### config.mk
export PLATFORM = sky130hd
export DESIGN_NAME = scbc_mod_unit
export DESIGN_NICKNAME = d
export VERILOG_FILES = /design/src/rtl/scbc_pkg.sv /design/src/rtl/scbc_mod_unit.sv
export SDC_FILE = /design/constraint.sdc
export NUM_CORES = 1
export LEC_CHECK = 0
export BUFFER_PORTS_ARGS = -buffer_cell sky130_fd_sc_hd__buf_2
export CORE_UTILIZATION = 25
export DETAILED_ROUTE_END_ITERATION = 6
export PLACE_DENSITY = 0.53
export SLEW_MARGIN = 20
export SYNTH_ARGS = -nofsm -noshare
export SYNTH_HDL_FRONTEND = slang
export SYNTH_SLANG_ARGS = --single-unit
### constraint.sdc
create_clock -name clk -period 3.3 [get_ports clk]
set_clock_uncertainty 0.05 [all_clocks]
set_input_delay 0.66 -clock clk [delete_from_list [all_inputs] [get_ports clk]]
set_output_delay 0.66 -clock clk [all_outputs]
set_load 0.01 [all_outputs]
### src/rtl/scbc_pkg.sv
// ----------------------------------------------------------------------------
// scbc_pkg
// types and constants shared by the sound cpu bus controller
// ----------------------------------------------------------------------------
`timescale 1ns / 1ps
`default_nettype none

package scbc_pkg;

	localparam int RAM_BYTES  = 8192;
	localparam int BANK_BYTES = 16384;
	localparam int RAM_AW     = $clog2(RAM_BYTES);

	localparam int LIN_W      = $clog2(15 * BANK_BYTES + 16384);
	localparam int ROM_SIZE_W = 21;
	localparam int OFFSET_W   = 20;
	localparam int CNT_W      = $clog2(LIN_W + 1);

	localparam logic [ROM_SIZE_W-1:0] ROM_SIZE_MAX = 21'h100000;
	localparam logic [15:0]           RAM_MASK     = 16'h1fff;
	localparam logic [15:0]           BANK_BASE    = 16'h8000;
	localparam logic [15:0]           RAM_BASE     = 16'hc000;
	localparam logic [7:0]            NO_ROM_BYTE  = 8'hff;

	localparam int IN_TDATA_W  = 24;
	localparam int OUT_TDATA_W = 40;
	localparam int TUSER_W     = 3;

	// output tdata layout
	localparam int OUT_RD_LSB  = 0;
	localparam int OUT_OFF_LSB = 8;
	localparam int OUT_REG_LSB = 28;
	localparam int OUT_CD_LSB  = 30;
	localparam int OUT_NMI_BIT = 38;
	localparam int OUT_PAD_BIT = 39;

	localparam logic [2:0] CMD_MEM_RD   = 3'd0;
	localparam logic [2:0] CMD_MEM_WR   = 3'd1;
	localparam logic [2:0] CMD_PORT_IN  = 3'd2;
	localparam logic [2:0] CMD_PORT_OUT = 3'd3;
	localparam logic [2:0] CMD_LATCH_WR = 3'd4;
	localparam logic [2:0] CMD_REPLY_RD = 3'd5;

	localparam logic [2:0] KIND_DATA      = 3'd0;
	localparam logic [2:0] KIND_ROM_FETCH = 3'd1;
	localparam logic [2:0] KIND_CHIP_RD   = 3'd2;
	localparam logic [2:0] KIND_CHIP_WR   = 3'd3;
	localparam logic [2:0] KIND_DONE      = 3'd4;

	localparam logic [7:0] PORT_LATCH   = 8'h00;
	localparam logic [7:0] PORT_REPLY   = 8'h0c;
	localparam logic [7:0] PORT_NMI_OFF = 8'h18;
	localparam logic [3:0] NIB_BANK     = 4'h8;

	typedef enum logic [2:0] {
		ST_CLEAR,
		ST_IDLE,
		ST_EXEC,
		ST_RAM_RD,
		ST_DIV,
		ST_EMIT
	} state_t;

	typedef struct packed {
		logic                  start;
		logic [LIN_W-1:0]      dividend;
		logic [ROM_SIZE_W-1:0] divisor;
	} mod_req_t;

	typedef struct packed {
		logic                done;
		logic [OFFSET_W-1:0] remainder;
	} mod_rsp_t;

endpackage

`default_nettype wire

### src/rtl/scbc_mod_unit.sv
// ----------------------------------------------------------------------------
// scbc_mod_unit
// restoring remainder unit, one dividend bit per cycle
// ----------------------------------------------------------------------------
`timescale 1ns / 1ps
`default_nettype none

module scbc_mod_unit (
	input  wire                       clk,
	input  wire                       arst_n,
	input  wire scbc_pkg::mod_req_t   req,
	output scbc_pkg::mod_rsp_t        rsp
);
	import scbc_pkg::*;

	logic                  busy_q;
	logic                  done_q;
	logic [CNT_W-1:0]      cnt_q;
	logic [LIN_W-1:0]      dvd_q;
	logic [ROM_SIZE_W-1:0] div_q;
	logic [ROM_SIZE_W-1:0] rem_q;
	logic [ROM_SIZE_W:0]   trial;
	logic [ROM_SIZE_W:0]   rem_next;

	assign trial    = {rem_q, dvd_q[LIN_W-1]};
	assign rem_next = (trial >= {1'b0, div_q}) ? trial - {1'b0, div_q} : trial;

	always_ff @(posedge clk or negedge arst_n) begin
		if (!arst_n) begin
			busy_q <= 1'b0;
			done_q <= 1'b0;
			cnt_q  <= '0;
		end else begin
			done_q <= 1'b0;
			if (req.start) begin
				busy_q <= 1'b1;
				cnt_q  <= CNT_W'(LIN_W);
			end else if (busy_q) begin
				cnt_q <= cnt_q - 1'b1;
				if (cnt_q == CNT_W'(1)) begin
					busy_q <= 1'b0;
					done_q <= 1'b1;
				end
			end
		end
	end

	always_ff @(posedge clk) begin
		if (req.start) begin
			dvd_q <= req.dividend;
			div_q <= req.divisor;
			rem_q <= '0;
		end else if (busy_q) begin
			dvd_q <= {dvd_q[LIN_W-2:0], 1'b0};
			rem_q <= rem_next[ROM_SIZE_W-1:0];
		end
	end

	assign rsp = {done_q, rem_q[OFFSET_W-1:0]};

endmodule

`default_nettype wire

Word-level counts from Yosys, hierarchy flattened. Cells that the tools add are included. Widths: inputs -> output; s select.

Register bits after elaboration: 67. Input bits: 42. Output and inout port bits: 21. Logic and storage cells: 22.

Add/subtract/negate cells: 2. Magnitude comparators: 1. Eq/ne operators: 1. Mux-type cells: 11. Reduce and logical (&&, ||, !) cells: 1.

Operator list (number): $mux 18 (2); $ge 22x21->1 (1); $mux 21 (1); $sub 21x21->21 (1); $mux 5 (2); $mux 1 (6); $eq 5x1->1 const B (1); $sub 5x1->5 const B (1); $reduce_bool 2->1 (1).

Logic depth before layout (Yosys ltp).
Depth after elaboration: 4. Gate-level depth with buffers: 13. Depth with buffers taken out: 11.

Worst setup path after synthesis. No wires, ideal clock.

Path type: register to register. From: reg dvd_q[17]. To: reg rem_q[4]. Setup time: 0.106 ns. Arrival time: 2.819 ns. Required time: 3.144 ns. Slack: 0.325 ns. Stages on the path, launching flop included: 14. Path buffers: 2. Period minus slack after synthesis: 2.975 ns. Cell sequence: edfxtp_1 inv_1 ha_1 inv_1 fa_1 a21oi_1 o221ai_2 and3_1 o311a_1 a2111oi_4 buf_6 buf_4 nand3_1 o311ai_0.

Word-level cells in the longest chain between the ends: 2. Elaborated cells on any way between the ends: 3. Those cells by class: add/sub (1); order compare (1); mux (1).

Ends and longest elaborated chain: start: declaration (RTL line scbc_mod_unit.sv:19) `logic [LIN_W-1:0] dvd_q;`; start signal: assignment (RTL line scbc_mod_unit.sv:50) `dvd_q <= req.dividend;`; start signal: assignment (RTL line scbc_mod_unit.sv:54) `dvd_q <= {dvd_q[LIN_W-2:0], 1'b0};`; $sub 21x21->21 / $ge 22x21->1 (equally long branches) (RTL line scbc_mod_unit.sv:26) `assign rem_next = (trial >= {1'b0, div_q}) ? trial - {1'b0, div_q} : trial;`; $mux 21 (*) (RTL line scbc_mod_unit.sv:26); end signal: assignment (RTL line scbc_mod_unit.sv:55) `rem_q <= rem_next[ROM_SIZE_W-1:0];`; end: declaration (RTL line scbc_mod_unit.sv:21) `logic [ROM_SIZE_W-1:0] rem_q;`.

Mark *: on every way between the ends. The rest lies on a longest branch, timed or not. A chain may end at the register's enable or synchronous reset.

Worst setup path in the final report.
From: reg dvd_q[17]. To: reg rem_q[6].

The elaborated chain is that of the path after synthesis.

==> reports/metrics.yaml <==
final_layout:
  fin_nets: 483
  drive_above_1_share_pct: 25.36
  num_antenna_cells: 0
  area_delta_synth_final_pct: 17.42
  final_area_mm2: 0.004546
synthesis:
  synth_flop_cell: "edfxtp_1"
  synth_top_area_share_pct: 30.25
  async_flop_share_pct: 10.45
  synthTopCellsByCount: "39 x edfxtp_1, 32 x inv_1, 25 x nand2_1, 23 x buf_4, 23 x ha_1"
  syn_inst: 373
  synth_top_area_cell: "edfxtp_1"
  syn_avg_cell_area_um2: 10.38
  ys_top_cells_by_area: "edfxtp_1 30%, dfxtp_1 11%, ha_1 7.4%"
  synth.cell_area_mm2: 0.003871
  seq_area_frac_synth_pct: 45.64
  yosysMostFrequentCell: "edfxtp_1"
  synth-seq-cells: 67
  syn_nets: 439
  synth_edf_count: 39
  ys_warn_count: 0
  synth_cell_types: 46
clocking:
  clk_pin_slew_ns: 0.06
  root_buffer: "clkbuf_16"
  holdBufCountCts: 0
  htreeDepth: 3
  cts_sinks: 67
  clock_path_buffers: 2
  cts_buffers: 9
  cts_tree: "done"
  insertion_delay_ns: 0.34
  post_cts_buffers: 0
global_route:
  grt_pass1_vias: 2848
  grt_usage_pct: 11.78
  antenna_found_initial: 0
  grt_pass1_wl_um: 14320
  grt_max_degree: 33
  globalRoute.totalOverflow: 0
setup_path:
  setup.worst_path.class: "register to register"
  cpPeakStageDelay_ns: 0.41
  crit_top_cell: "inv_1"
  crit_family: "compound AO/OA/AOI/OAI gates"
  crit_path_top_delay_cell: "fa_1"
  crit_path_end_kind: "register"
  cp_cell_sequence: "inv_1 > ha_1 > inv_1 > fa_1 > a21oi_2 > o221ai_2 > and3_1 > o311a_1 > a2111oi_4 > buf_6 > mux2i_1 > a211oi_1"
  critPathRequiredTime_ns: 3.44
  crit_path_start_kind: "register"
  worstPathMaxFanout: 11
  crit_arrival_ns: 3.20
  critPathBufInv: 3
sta:
  worst_pin_slew_ns: 0.9382
  rsz0062_at_grt: "no"
  period_share_pct: 92.73
  fin_crit_ns: 3.060
  setup_viol: 0
  hold_viol: 0
  tns_ns: 0
  fmax_mhz: 326.8
  maxSlewHeadroom_pct: 37.32
  drv_slew: 0
power:
  p_switching_mw: 0.6339
  power.share.clock_pct: 40.6
  ir_drop_mv: 0.2306
  cellPowerDensity_mw_per_mm2: 519.6
  p_int_mw: 1.728
  p_comb_share_pct: 16.9
  p_sw_share_pct: 26.84
  p_leak_nw: 2.007
  p_seq_share_pct: 42.5
routing:
  viasPerCell: 4.634
  ant_nets: 0
  remaining_drc_errors: 0
  vias: 2827
  drt-pass1-iter-count: 4
  drt-initial-drc-count: 157
  drt_wl_total_um: 8796
  routedWlPerCell_um: 14.42
die:
  die_x_um: 126.4
  design.core.area_mm2: 0.01515
  dieArea_mm2: 0.01599
  die_h_um: 126.4
  num_rows: 45
  start_util_pct: 25.56
  io_pins: 63
placement:
  postPlaceCellArea_mm2: 0.004240
  gp_congestion: 0.8270
  portBuffers: 62
  dp_hpwl_um: 6473
run_status:
  outcome: "completed"
min_path:
  min_path_type: "primary input to asynchronous set/reset pin"
job:
  cap_viol_max_count: 0
==> cell families after synthesis <==
family,after synthesis,synth area share (%)
xor+xnor,23,5.204
compound gates,86,15.19
flops,67,45.64
fa+ha+maj,24,7.951
buf+inv,68,9.018
mux,28,7.789
simple gates,77,9.212
==> routing by layer <==
layer,part of all wire [%],global-route usage (%)
met3,5.6,3.796
met2,47,18.46
met5,0,0
met4,2.0,5.528
met1,46,14.69
==> path summary, 6_finish.rpt <==
check | startpoint | endpoint | slack, ns | cells past startpoint
max | dvd_q[17] | rem_q[6] | 0.24 | 12
min | arst_n | cnt_q[1] | 0.09 | 1
max reg2reg | dvd_q[17] | rem_q[6] | 0.24 | 12
min reg2reg | rem_q[13] | rem_q[13] | 0.45 | 2
max in group asynchronous | arst_n | done_q | 2.95 | 1
min in group clk | req[3] | div_q[3] | 0.44 | 1
==> sequential cells by signal, indices dropped and copies added (netlist names) <==
register and cells:
busy_q 1, div_q 21, rem_q 21, dvd_q 18, done_q 1, cnt_q 5
==> stage by stage <==
| stage | hold WS, ns | utilization [%] | worst slack, ns | power [mW] | cells |
|---|---|---|---|---|---|
| floorplan | 0.3144 | - | 0.3249 | 1.316 | 373 |
| global placement | 0.4394 | 28.00 | 0.1730 | 1.413 | 594 |
| detailed placement | 0.4502 | 28.00 | 0.06376 | 1.420 | 594 |
| CTS | 0.09018 | 29.94 | 0.04661 | 2.392 | 610 |
| global route | 0.08890 | 30.01 | 0.07494 | 2.489 | 610 |
| finish | 0.09249 | 30.01 | 0.2400 | 2.362 | 610 |
==> worst reg2reg max path: cells and delay by family (launching register included) <==
kind                       cells  cell delay (ns)
buffers and inverters          3             0.37
adders and majority gates      2             0.58
AOI/OAI and AO/OA              5             1.11
DFF                            1             0.39
and+or+nand+nor                1             0.20
muxes                          1             0.23
==> power by group through the flow <==
stage	Clock (mW)	Sequential, mW	Combinational (mW)
floorplan	0	1.01	0.308
global placement	0	1.02	0.393
detailed placement	0	1.02	0.398
CTS	0.986	1.01	0.401
global route	1.02	1.01	0.450
finish	0.958	1.00	0.400
==> area by class of cell <==
type / instances / area (µm²)
inverters: 32 / 120.1
clock inverters: 6 / 65.06
flip-flops and latches: 67 / 1767
well taps: 188 / 235.2
multi-input cells: 238 / 1759
fillers: 1559 / 10600
clock buffers: 10 / 229.0
repair buffers: 69 / 370.4
==> layout by cell type, fill, tap and decap left out, types with 3 or more instances in the layout <==
| master | instances |
|---|---|
| buf_2 | 62 |
| edfxtp_1 | 39 |
| inv_1 | 32 |
| nand2_1 | 25 |
| ha_1 | 23 |
| nor2_1 | 22 |
| o21ai_0 | 22 |
| dfxtp_1 | 21 |
| a21oi_1 | 18 |
| mux2_2 | 17 |
| xnor2_1 | 13 |
| mux2i_1 | 11 |
| xor2_1 | 10 |
| a211oi_1 | 10 |
| clkbuf_16 | 9 |
| nand3_1 | 8 |
| a32oi_1 | 7 |
| dfrtp_1 | 7 |
| o31ai_1 | 5 |
| buf_4 | 5 |
| a21o_1 | 4 |
| nand2b_1 | 4 |
| nor2b_1 | 4 |
| nor3_1 | 4 |
| o21a_1 | 3 |
| nand4_1 | 3 |
| a31oi_1 | 3 |
| o311ai_0 | 3 |
==> repair_timing <==
item | 4_1_cts | 5_1_grt
endpoints found under the hold margin | 0 | 0
endpoints found under the setup margin | 0 | 17
gates resized for setup | 0 | 3
Note: power is estimated with default switching activity, not from simulation.
